## config.mk

```make
export PLATFORM = sky130hd
export DESIGN_NAME = v3n_div_cell
export DESIGN_NICKNAME = d
export VERILOG_FILES = /design/src/v3n_pkg.sv /design/src/v3n_div_cell.sv
export SDC_FILE = /design/constraint.sdc
export NUM_CORES = 1
export LEC_CHECK = 0
export BUFFER_PORTS_ARGS = -buffer_cell sky130_fd_sc_hd__buf_4
export CELL_PAD_IN_SITES_DETAIL_PLACEMENT = 1
export CELL_PAD_IN_SITES_GLOBAL_PLACEMENT = 2
export CORE_AREA = 2 2 395 397
export CTS_BUF_LIST = sky130_fd_sc_hd__clkbuf_8
export DETAILED_ROUTE_END_ITERATION = 10
export DIE_AREA = 0 0 397 399
export PLACE_DENSITY = 0.54
export SETUP_SLACK_MARGIN = 0.4
export SLEW_MARGIN = 10
export SYNTH_ARGS = -nofsm -noshare
export SYNTH_HDL_FRONTEND = slang
export SYNTH_SLANG_ARGS = --single-unit
```

## constraint.sdc

```tcl
create_clock -name clk -period 4.02 [get_ports clk]
set_input_delay 0.804 -clock clk [delete_from_list [all_inputs] [get_ports clk]]
set_output_delay 0.804 -clock clk [all_outputs]
set_load 0.02 [all_outputs]
```

## src/v3n_pkg.sv

```systemverilog
package v3n_pkg;

  localparam int WORD_BITS = 32;
  localparam int FRAC_BITS = 16;

  // Sum of three squares and its root.
  localparam int SUM_BITS  = 2 * WORD_BITS;
  localparam int ROOT_BITS = SUM_BITS / 2;
  localparam int SREM_BITS = ROOT_BITS + 2;
  // Rounded quotient numerator: magnitude shifted up plus half the divisor.
  localparam int QUO_BITS  = WORD_BITS + FRAC_BITS + 1;
  localparam int DREM_BITS = WORD_BITS + 1;

  typedef enum logic [2:0] {
    MODE_ADD   = 3'd0,
    MODE_SUB   = 3'd1,
    MODE_SCALE = 3'd2,
    MODE_DIV   = 3'd3,
    MODE_NORM  = 3'd4
  } mode_t;

  typedef enum logic [1:0] {
    ST_OK   = 2'd0,
    ST_SAT  = 2'd1,
    ST_ZERO = 2'd2
  } status_t;

  typedef struct packed {
    logic [2:0]  mode;
    logic [31:0] a_x;
    logic [31:0] a_y;
    logic [31:0] a_z;
    logic [31:0] b_x;
    logic [31:0] b_y;
    logic [31:0] b_z;
    logic [31:0] scalar;
  } item_t;

  typedef struct packed {
    logic [31:0] r_x;
    logic [31:0] r_y;
    logic [31:0] r_z;
    logic [1:0]  status;
  } result_t;

  // Operands and early results that ride along with each item.
  typedef struct packed {
    logic [2:0]                 mode;
    logic [2:0]                 neg;
    logic [2:0][WORD_BITS-1:0]  ma;
    logic [WORD_BITS-1:0]       ms;
    logic [2:0][WORD_BITS-1:0]  re;
    logic                       sat;
    logic                       zero;
  } side_t;

  typedef struct packed {
    logic [SUM_BITS-1:0]  v;
    logic [SREM_BITS-1:0] rem;
    logic [ROOT_BITS-1:0] root;
  } sq_t;

  typedef struct packed {
    logic [2:0][QUO_BITS-1:0]  num;
    logic [ROOT_BITS-1:0]      den;
    logic [2:0][DREM_BITS-1:0] rem;
  } dv_t;

  typedef struct packed {
    logic [WORD_BITS-1:0] v;
    logic                 sat;
  } clamp_t;

  function automatic clamp_t clamp_mag(input logic neg, input logic [QUO_BITS-1:0] m);
    logic [QUO_BITS-1:0] lim;
    logic [QUO_BITS-1:0] mm;
    logic [QUO_BITS-1:0] sv;
    clamp_t c;
    lim = QUO_BITS'(1) << (WORD_BITS - 1);
    if (!neg) begin
      lim = lim - QUO_BITS'(1);
    end
    c.sat = (m > lim);
    mm = c.sat ? lim : m;
    sv = neg ? (~mm + QUO_BITS'(1)) : mm;
    c.v = sv[WORD_BITS-1:0];
    return c;
  endfunction

endpackage

```

## src/v3n_div_cell.sv

```systemverilog
module v3n_div_cell (
  input  logic             clk,
  input  logic             rst,
  input  logic             en,
  input  logic             vin,
  input  v3n_pkg::dv_t     din,
  input  v3n_pkg::side_t   sin,
  output logic             vout,
  output v3n_pkg::dv_t     dout,
  output v3n_pkg::side_t   sout
);

  localparam int TW = v3n_pkg::DREM_BITS + 1;

  logic [2:0][TW-1:0] t;
  logic [2:0]         take;
  v3n_pkg::dv_t       nxt;

  // One restoring step per lane; quotient bits shift in where numerator bits leave.
  always_comb begin
    nxt.den = din.den;
    for (int i = 0; i < 3; i++) begin
      t[i]       = {din.rem[i], din.num[i][v3n_pkg::QUO_BITS-1]};
      take[i]    = (t[i] >= TW'(din.den));
      nxt.rem[i] = take[i] ? v3n_pkg::DREM_BITS'(t[i] - TW'(din.den))
                           : v3n_pkg::DREM_BITS'(t[i]);
      nxt.num[i] = {din.num[i][v3n_pkg::QUO_BITS-2:0], take[i]};
    end
  end

  always_ff @(posedge clk) begin
    if (rst) begin
      vout <= 1'b0;
    end else if (en) begin
      vout <= vin;
    end
  end

  always_ff @(posedge clk) begin
    if (en) begin
      dout <= nxt;
      sout <= sin;
    end
  end

endmodule

```

After elaboration in Yosys (flattened, before gate mapping)
Index checks and enable logic that the tools add are counted.
{"block": "word_totals", "reg_bits": 511, "inputBits": 514, "out_inout_bits": 511, "wordCells": 28}
{"block": "classes", "n_addsub": 3, "n_lt_le_gt_ge": 3, "mux": 3}
{"cell": "$ge 34x32->1", "count": 3}
{"cell": "$mux 33", "count": 3}
{"cell": "$sub 33x32->33", "count": 3}

Logic depth before layout (Yosys ltp)
{"block": "depth", "depth_word": 2, "ltp_mapped": 14, "depth_no_buf": 13}

Worst setup path before layout
Ideal clock, no wire load.
{"block": "synth_timing", "path_type": "input port to flip-flop", "from": "in din[179] in the netlist's numbering", "to": "reg dout[10] in the netlist's numbering, data pin", "setup_time_ps": 260, "arrival_ps": 3441, "required_ps": 3760, "slack_ps": 319, "cell_stages": 13, "path_buffers": 1, "cell_sequence": "inv_1 ha_1 inv_1 fa_1 a21o_1 a31oi_1 o21ai_1 o211a_1 nor4_1 nor4_1 nor2_1 buf_2 mux2_2"}
{"item": "start: declaration", "line_no": "v3n_div_cell.sv:6", "rtl": "input v3n_pkg::dv_t din,"}
{"item": "end signal: assignment", "line_no": "v3n_div_cell.sv:41", "rtl": "dout <= nxt;"}
{"item": "end: declaration", "line_no": "v3n_div_cell.sv:9", "rtl": "output v3n_pkg::dv_t dout,"}

==> flow_summary.toml <==
[finish]
layout_common_cells = "1176 x buf_4, 510 x edfxtp_1, 104 x clkbuf_8"
finalNetCount = 3341
drive_gt1_frac = 0.488
final_common_cell = "buf_4"
stdcell_count = 4878
syn2layout_area_growth_pct = 62.9

[setup_path]
critPathMostFrequentCell = "buf_4"
cp_slowest_stage_delay_ns = 0.47
path_cells = "buf_4, inv_1, ha_1, a2111oi_0, buf_4, o21ai_1, a311oi_2, o31ai_1, a211oi_1, a21o_1, buf_4, mux2_2"
path_buf_inv = 4
ff2ff_setup_slack_ns = 3.43
slowest_stage = "a2111oi_0"
required_ns = 4.56
r2r_start = "vout$_SDFFE_PP0P_"
reg2reg_depth = 2
endpoint = "dout[67]$_DFFE_PP_"
path_class = "input pin to flip-flop"
worstPathArrival_ns = 3.91
start_kind = "input pin"
regToRegEndpoint = "vout$_SDFFE_PP0P_"
critPathMaxFanout = 14
cp-end-kind = "flip-flop"
cp-startpoint = "din[103]"
path_depth = 12
cp_top_family = "compound AO/OA/AOI/OAI gates"

[detailed_routing]
wire_per_inst_microns = 30.9
drtIter0Drc = 1149
ant_nets = 0
drc = 0
viasPerCell = 3.85
wl_microns = 151000
vias = 18800
first_pass_iters = 7

[yosys]
syn_nets = 2082
yosysTopAreaCellShare = 0.696
synth_edf_count = 510
syn-instance-count = 1469
synth_area_leader_cell = "edfxtp_1"
yosysWarnings = 0
syn_area_sq_mm = 0.0220
synthArstFlopShare = 0
synth.ff_latch_count = 511
synth_flop_cell = "edfxtp_1"
yosys-top-cells-area = "edfxtp_1 70%, ha_1 5.5%, a21oi_1 2.1%"
postSynthAreaPerCell_sq_um = 15.0
seq_area_frac_synth = 0.697
ys_types = 66

[cts]
cts_tree = "yes"
cts_buffers = 104
clockRootBuffer = "clkbuf_8"
htreeDepth = 3
postCtsHoldBufs = 0
cts_buffer_depth = 3
clk-insertion-delay-late_ns = 0.81
clock_sinks = 511
cts.clk_slew.worst_paths_ns = 0.06

[sta]
whs_ns = 0.147
fin_worst_skew_ns = 0
post-route-min-period_ns = 3.37
fmax_mhz = 297
setup_viol = 0
max_slew.worst_pin.slew_ns = 0.631
max_slew_margin = 0.576
rsz0062_at_grt = "no"
timing.final.crit_share = 0.839
drv_slew = 0
final_hold_viol_count = 0

[power]
vdd_ir_drop_max_v = 0.000210
leakage_nw = 15.0
power_mw = 16.5
p_per_area_mw_per_mm2 = 461

[floorplan]
die_area_sq_mm = 0.158
die_h_microns = 399
initial_core_util = 0.143
dieWidth_microns = 397
io-pin-count = 1025
num_rows = 144
coreArea_sq_mm = 0.154

[global_routing]
grt_use_total = 0.182
grt_pass1_vias = 18900
antenna_found_initial = 97
grt_max_degree = 74
overflow = 0
grt_pass1_wl_microns = 189000

[run]
maxCapViolCount = 0

[place]
io_buffer_count = 1024
place_congestion = 0.960
dp_hpwl_microns = 129000
placedCellCount = 4666

[status]
outcome = "finished, final reports clean"

[worst_hold_path]
min_path_type = "input pin to flip-flop"
[registers in the layout, indices dropped and copies added, names as in the netlist]
| signal | count |
|---|---|
| vout | 1 |
| sout | 232 |
| dout | 278 |
[cells by family after synthesis]
kind of cell,after synthesis,synth area share
AND/OR/NAND/NOR,256,0.0575
multiplexers,58,0.0294
adder cells (fa/ha/maj),99,0.0574
XOR/XNOR,67,0.0267
flip-flops,511,0.697
buffers and inverters,106,0.0193
AO/OA/AOI/OAI,372,0.112
[what timing repair did]
action	CTS	global route
gates resized for setup	0	1
setup buffers	0	0
endpoints found under the setup margin	0	12
[synthesized netlist by cell type (9+ instances only)]
library cell  count
mux2_2           22
xor2_1           20
and3_1           11
o211ai_1         11
xnor2_1          47
o31ai_1          17
a21oi_1          91
mux2_1           30
nand4_1          12
ha_1             96
o21ai_1          11
nor2_1           59
edfxtp_1        510
nand3_1          32
nor4_1            9
nor3_1           17
o21a_1           29
a21o_1           53
a211oi_1         16
buf_2             9
o21bai_1         12
o21ai_0          52
a31oi_1          20
nand2_1          68
clkbuf_1         29
inv_1            63
[power breakdown]
group	internal [mW]	total, mW	leakage, nW	switching [mW]
Clock	3.24	6.00	1.20	2.76
Combinational	1.60	3.84	8.84	2.24
Sequential	6.48	6.68	5.00	0.199
Total	11.3	16.5	15.0	5.20
[metal layers]
metal	track usage	share of wire	vias to the layer above
met3	0.116	0.15	248
li1	-	-	8310
met4	0.0398	0.023	36
met1	0.202	0.37	9248
met5	0	0.0015	-
met2	0.292	0.46	954
[how the worst min path moves through the flow]
stage	start	endpoint	slack, ns	cells after the start
3_5_place_dp	vout$_SDFFE_PP0P_	vout$_SDFFE_PP0P_	0.50	2
3_3_place_gp	vout$_SDFFE_PP0P_	vout$_SDFFE_PP0P_	0.48	2
5_1_grt	din[194]	dout[195]$_DFFE_PP_	0.04	1
6_report	din[183]	dout[184]$_DFFE_PP_	0.15	1
2_1_floorplan	vout$_SDFFE_PP0P_	vout$_SDFFE_PP0P_	0.58	2
4_1_cts	sin[166]	sout[166]$_DFFE_PP_	0.007	1
[metrics by stage]
step           setup WS, ns  setup TNS (ns)   util  area [sq um]
2_1_floorplan         0.416               0      -         22000
3_3_place_gp         -0.263           -5.92  0.218         33600
3_5_place_dp         -0.207           -3.98  0.218         33600
4_1_cts               0.673               0  0.233         35800
5_1_grt               0.511               0  0.233         35800
6_report              0.649               0  0.233         35800
[layout make-up]
type                            instances  area [sq um]
Inverter                               65           244
Sequential cell                       511         15300
Antenna cell                           17          42.5
Tap cell                             2044          2560
Clock inverter                         91           783
Fill cell                           17300        118000
Clock buffer                          104          1430
Timing Repair Buffer                 1194          9180
Multi-Input combinational cell        852          6240
(Power assumes the default switching activity.)
