[src/v3n_pkg.sv]
package v3n_pkg;

  localparam int WORD_BITS = 32;
  localparam int FRAC_BITS = 16;

  // Sum of three squares and its root.
  localparam int SUM_BITS  = 2 * WORD_BITS;
  localparam int ROOT_BITS = SUM_BITS / 2;
  localparam int SREM_BITS = ROOT_BITS + 2;
  // Rounded quotient numerator: magnitude shifted up plus half the divisor.
  localparam int QUO_BITS  = WORD_BITS + FRAC_BITS + 1;
  localparam int DREM_BITS = WORD_BITS + 1;

  typedef enum logic [2:0] {
    MODE_ADD   = 3'd0,
    MODE_SUB   = 3'd1,
    MODE_SCALE = 3'd2,
    MODE_DIV   = 3'd3,
    MODE_NORM  = 3'd4
  } mode_t;

  typedef enum logic [1:0] {
    ST_OK   = 2'd0,
    ST_SAT  = 2'd1,
    ST_ZERO = 2'd2
  } status_t;

  typedef struct packed {
    logic [2:0]  mode;
    logic [31:0] a_x;
    logic [31:0] a_y;
    logic [31:0] a_z;
    logic [31:0] b_x;
    logic [31:0] b_y;
    logic [31:0] b_z;
    logic [31:0] scalar;
  } item_t;

  typedef struct packed {
    logic [31:0] r_x;
    logic [31:0] r_y;
    logic [31:0] r_z;
    logic [1:0]  status;
  } result_t;

  // Operands and early results that ride along with each item.
  typedef struct packed {
    logic [2:0]                 mode;
    logic [2:0]                 neg;
    logic [2:0][WORD_BITS-1:0]  ma;
    logic [WORD_BITS-1:0]       ms;
    logic [2:0][WORD_BITS-1:0]  re;
    logic                       sat;
    logic                       zero;
  } side_t;

  typedef struct packed {
    logic [SUM_BITS-1:0]  v;
    logic [SREM_BITS-1:0] rem;
    logic [ROOT_BITS-1:0] root;
  } sq_t;

  typedef struct packed {
    logic [2:0][QUO_BITS-1:0]  num;
    logic [ROOT_BITS-1:0]      den;
    logic [2:0][DREM_BITS-1:0] rem;
  } dv_t;

  typedef struct packed {
    logic [WORD_BITS-1:0] v;
    logic                 sat;
  } clamp_t;

  function automatic clamp_t clamp_mag(input logic neg, input logic [QUO_BITS-1:0] m);
    logic [QUO_BITS-1:0] lim;
    logic [QUO_BITS-1:0] mm;
    logic [QUO_BITS-1:0] sv;
    clamp_t c;
    lim = QUO_BITS'(1) << (WORD_BITS - 1);
    if (!neg) begin
      lim = lim - QUO_BITS'(1);
    end
    c.sat = (m > lim);
    mm = c.sat ? lim : m;
    sv = neg ? (~mm + QUO_BITS'(1)) : mm;
    c.v = sv[WORD_BITS-1:0];
    return c;
  endfunction

endpackage

[src/v3n_sqrt_cell.sv]
module v3n_sqrt_cell (
  input  logic             clk,
  input  logic             rst,
  input  logic             en,
  input  logic             vin,
  input  v3n_pkg::sq_t     din,
  input  v3n_pkg::side_t   sin,
  output logic             vout,
  output v3n_pkg::sq_t     dout,
  output v3n_pkg::side_t   sout
);

  localparam int TW = v3n_pkg::SREM_BITS + 2;

  logic [TW-1:0] t;
  logic [TW-1:0] trial;
  logic          take;
  v3n_pkg::sq_t  nxt;

  // One result bit per cell: bring down two bits of the radicand, try 4*root+1.
  always_comb begin
    t     = {din.rem, din.v[v3n_pkg::SUM_BITS-1 -: 2]};
    trial = TW'({din.root, 2'b01});
    take  = (t >= trial);
    nxt.v    = din.v << 2;
    nxt.rem  = take ? v3n_pkg::SREM_BITS'(t - trial) : v3n_pkg::SREM_BITS'(t);
    nxt.root = {din.root[v3n_pkg::ROOT_BITS-2:0], take};
  end

  always_ff @(posedge clk) begin
    if (rst) begin
      vout <= 1'b0;
    end else if (en) begin
      vout <= vin;
    end
  end

  always_ff @(posedge clk) begin
    if (en) begin
      dout <= nxt;
      sout <= sin;
    end
  end

endmodule

[config.mk]
export PLATFORM = sky130hd
export DESIGN_NAME = v3n_sqrt_cell
export DESIGN_NICKNAME = d
export VERILOG_FILES = /design/src/v3n_pkg.sv /design/src/v3n_sqrt_cell.sv
export SDC_FILE = /design/constraint.sdc
export NUM_CORES = 1
export LEC_CHECK = 0
export BUFFER_PORTS_ARGS = -buffer_cell sky130_fd_sc_hd__buf_2
export CORE_AREA = 2 2 287 289
export DETAILED_ROUTE_END_ITERATION = 6
export DIE_AREA = 0 0 289 291
export GPL_ROUTABILITY_DRIVEN = 0
export PLACE_DENSITY = 0.36
export SYNTH_ARGS = -nofsm -noshare
export SYNTH_HDL_FRONTEND = slang
export SYNTH_SLANG_ARGS = --single-unit
[constraint.sdc]
create_clock -name clk -period 3.4 [get_ports clk]
set_clock_uncertainty 0.2 [all_clocks]
set_input_delay 0.17 -clock clk [delete_from_list [all_inputs] [get_ports clk]]
set_output_delay 0.17 -clock clk [all_outputs]
set_load 0.005 [all_outputs]
; ---- Yosys cells after proc, flatten, opt, wreduce, memory -nomap -nowiden
; Cells that the tools add are included.
[totals]
register_bits = 361
inputBits = 366
output_inout_bits = 363
wordCells = 18
[op_classes]
add_sub_neg = 1
order_cmp = 1
muxes = 1
[op_table]
columns = op, count
row1 = >= comparator 36 x 34 -> 1 bit, 1
row2 = two-way mux 34 bit, 1
row3 = subtractor 34 bit, 1

; ---- Longest topological paths before layout
[logic_depth]
depth_word = 2
depth_mapped = 13
ltp_nobuf = 10

; ---- Least setup slack after synthesis
; No wires, ideal clock.
[synth_timing]
kind = input port to flip-flop
startpoint = in din[27] (netlist bit)
endpoint = reg dout[35] (netlist bit) (data pin)
t_arrival_ns = 2.290
required_time_ns = 2.938
setup_slack_ns = 0.648
path_stages = 10
path_cell_list = inv_1 > ha_1 > a21o_1 > a21o_1 > a21o_1 > a311o_1 > a211oi_1 > o21a_1 > buf_4 > mux2_1
[synth_lines]
columns = item, line
row1 = "start, declared", v3n_sqrt_cell.sv:6  ; input v3n_pkg::sq_t din,
row2 = "end signal, assigned", v3n_sqrt_cell.sv:40  ; dout <= nxt;
row3 = "end, declared", v3n_sqrt_cell.sv:9  ; output v3n_pkg::sq_t dout,

==> run_results.csv <==
group,metric,value,unit
finish,final_cell_mix,"sky130_fd_sc_hd__buf_2, sky130_fd_sc_hd__dlygate4sd3_1, sky130_fd_sc_hd__edfxtp_1",
sta,fin_setup_tns,0,ns
synthesis,cell_area_after_technology_mapping,0.0132,mm2
pwr,swShare,0.247,
sta,rsz0062_at_grt,"no",
cts,cts-buffers-inserted,46,
routing,antenna_violating_nets_post_route,0,
finish,layout.nets,2275,
worst_setup_path,timing.rr.end,"vout",
worst_setup_path,reg2reg_setup_slack,2.06,ns
worst_setup_path,cp.arrival,3.30,ns
synthesis,ys_ff_latch,361,
finish,register_area,0.0108,mm2
worst_setup_path,endpoint_kind,"register",
finish,finish.utilization,0.289,
worst_setup_path,setup.worst_path.class,"in2reg",
routing,detail_route.vias_per_cell,3.65,
sta,min_period_over_period,0.942,
synthesis,mean_instance_size_in_the_synthesized_netlist,18.1,um2
routing,detail_route.drc_violations,0,
finish,area_of_the_multi_input_gates,0.00217,mm2
cts,clock_insertion_delay_worst_skew,0.58,ns
routing,drt-wirelength-per-cell,19.7,um
sta,worst_slew_pin_slew,0.715,ns
cts,clkTransAtPathRegs,0.06,ns
sta,period_minus_slack,3.20,ns
global_route,number_of_antenna_violations_at_the_first_check_in_global_routing,14,
worst_setup_path,reg2regPathDepth,3,
cts,cts_tree,"built",
synthesis,synth-seq-area-share,0.819,
die,chipWidth,289,um
pwr,static-leakage-power,9.93,nW
pwr,share_seq_of_total_power,0.454,
die,num_io_pins,729,
sta,slew_violations,0,
routing,dr.pass1.iters,4,
pwr,power,0.0120,W
cts,cts_htree_levels,2,
cts,clk_path_buf_depth,3,
die,y_dimension_of_the_die,291,um
synthesis,synth.distinct_cells,58,
worst_setup_path,worstSetupStartpoint,"din[7]",
worst_hold_path,hold_path_class,"in2reg",
finish,area_growth,77.6,%
finish,final.fill_count,8475,
global_route,grt_util_all_layers,0.133,
sta,timing.fmax,312,MHz
pwr,power.internal,0.00903,W
global_route,grt_max_degree,79,
worst_setup_path,regToRegStartpoint,"vout",
worst_setup_path,critical_path_peak_fanout,26,
sta,max-slew-margin-rel,0.523,
global_route,grt_pass1_vias,11555,
flow_run,drv.max_cap_violation_count,0,
placement,pre_cts_slack,0.104,ns
placement,hpwlAfterDp,46.3,mm
cts,cts_sinks,361,
cts,clk_root_buffer_cell,"sky130_fd_sc_hd__clkbuf_16",
synthesis,synthArstFlopShare,0,
worst_setup_path,critPathLaunchType,"input pin",
finish,final_common_cell,"sky130_fd_sc_hd__buf_2",
finish,layout-drive-gt1-share,0.430,
placement,post-place-cells,2533,
synthesis,synthCells,729,
die,die-area,0.0841,mm2
global_route,grt.overflow.total,0,
worst_setup_path,cp.required,3.50,ns
routing,routed_via_count,10919,
sta,final_setup_violation_count,0,
sta,worst_slack,0.196,ns
routing,first_iter_violations,423,
pwr,power.net_switching,0.00297,W
status,result_of_the_run,"finished, final reports clean",
pwr,power_density,511,mW/mm2
worst_setup_path,timing.critical_path.to,"dout[44]",
placement,io_buffer_count,726,
die,fp.coreArea,0.0812,mm2
pwr,comb_power_share,0.148,
finish,post_route_insts_no_fill,2989,
routing,postRouteWirelength,59.0,mm
sta,finalHoldViolCount,0,
pwr,pwr-share-clk,0.399,
cts,cts_setup_buffers,0,
synthesis,yosysWarnings,0,
pwr,vdd_ir_drop_max,0.278,mV
synthesis,synthFlopType,"sky130_fd_sc_hd__edfxtp_1",
synthesis,number_of_enable_flip_flop_cells_after_synthesis,360,
global_route,global_route_wire_length_before_repair,80.8,mm
die,rows,105,
die,start_util,0.163,
==> final cells by class <==
class,instances,share of cell area
multi-input combinational,313,0.0922
clock inverter,24,0.0111
tap,1070,0.0570
sequential,361,0.461
antenna,11,0.00117
inverter,42,0.00671
clock buffer,57,0.0508
timing repair buffer,1111,0.320
==> worst min-delay path by stage <==
stage | to | cells after the start | startpoint
floorplan | vout | 1 | rst
global placement | vout | 2 | rst
detailed placement | vout | 2 | rst
CTS | dout[107] | 2 | din[105]
global route | dout[119] | 2 | din[117]
finish | dout[119] | 2 | din[117]
==> critical path, stage by stage <==
cell                            delay [ns]
sky130_fd_sc_hd__dlygate4sd3_1        0.52
sky130_fd_sc_hd__buf_2                0.12
sky130_fd_sc_hd__inv_1                0.04
sky130_fd_sc_hd__ha_1                 0.39
sky130_fd_sc_hd__a21o_1               0.25
sky130_fd_sc_hd__o41ai_1              0.46
sky130_fd_sc_hd__o211ai_1             0.31
sky130_fd_sc_hd__a211oi_1             0.32
sky130_fd_sc_hd__o21a_2               0.28
sky130_fd_sc_hd__buf_4                0.31
sky130_fd_sc_hd__o21ai_1              0.12
==> per-stage QoR <==
step	hold WS, ns	instance area (um2)
5_1_grt	0.0805	23500
3_5_place_dp	0.142	18400
2_1_floorplan	0.0424	13200
6_report	0.102	23500
3_3_place_gp	0.139	18400
4_1_cts	0.0558	23500
==> flip-flops by register name (all words and copies together), names as in the netlist <==
signal / count
vout: 1
sout: 232
dout: 128
==> cell usage after synthesis (all sizes together) (2+ instances only) <==
cell	count	area share
a21o	22	0.013
nand3	4	0.0015
nand2	48	0.014
nand2b	6	0.0028
and3	9	0.0043
edfxtp	360	0.82
a221oi	2	0.0018
clkbuf	5	0.0014
nor3	8	0.0030
buf	9	0.0040
o211ai	3	0.0017
mux2i	4	0.0030
ha	34	0.032
a31o	2	0.0013
inv	42	0.012
a21oi	26	0.0098
mux2	3	0.0026
and2	6	0.0028
nor2b	2	0.00095
xor2	16	0.011
o31a	2	0.0013
nor2	15	0.0043
o21ai	44	0.017
nand4	7	0.0033
a311oi	2	0.0040
o41ai	3	0.0020
a31oi	5	0.0024
o31ai	3	0.0017
a21boi	3	0.0020
o221ai	2	0.0013
o21a	2	0.0012
xnor2	12	0.0079
==> repair_timing <==
item                                   in CTS  in global routing
endpoints found under the hold margin     430                  0
hold buffers                              364                  0
gates resized for setup                     0                  0
==> power by group through the flow <==
stage               clock, W  sequential, W  combinational [W]
floorplan                  0        0.00559           0.000376
global placement           0        0.00554            0.00145
detailed placement         0        0.00553            0.00145
CTS                  0.00498        0.00545            0.00182
global route         0.00513        0.00548            0.00194
finish               0.00478        0.00544            0.00177
==> cells by family (layout without fill, tap and decap cells) <==
| family | count (synthesis) | in the layout | synth area share |
|---|---|---|---|
| compound gates | 129 | 129 | 0.0653 |
| xor+xnor | 28 | 28 | 0.0185 |
| fa+ha+maj | 34 | 34 | 0.0322 |
| buf+inv | 56 | 1234 | 0.0173 |
| flops | 361 | 361 | 0.819 |
| mux | 7 | 7 | 0.00558 |
| other cells | 1 | 13 | 0.000284 |
| simple gates | 113 | 113 | 0.0415 |
==> layer usage <==
layer,up-vias,routed length [um],track usage
met5,-,56,0
met4,10,2540,0.0553
met3,102,4640,0.0399
met2,439,29000,0.232
met1,5248,22700,0.149
li1,5120,-,-
No activity file was read; power rests on OpenSTA's default activity.
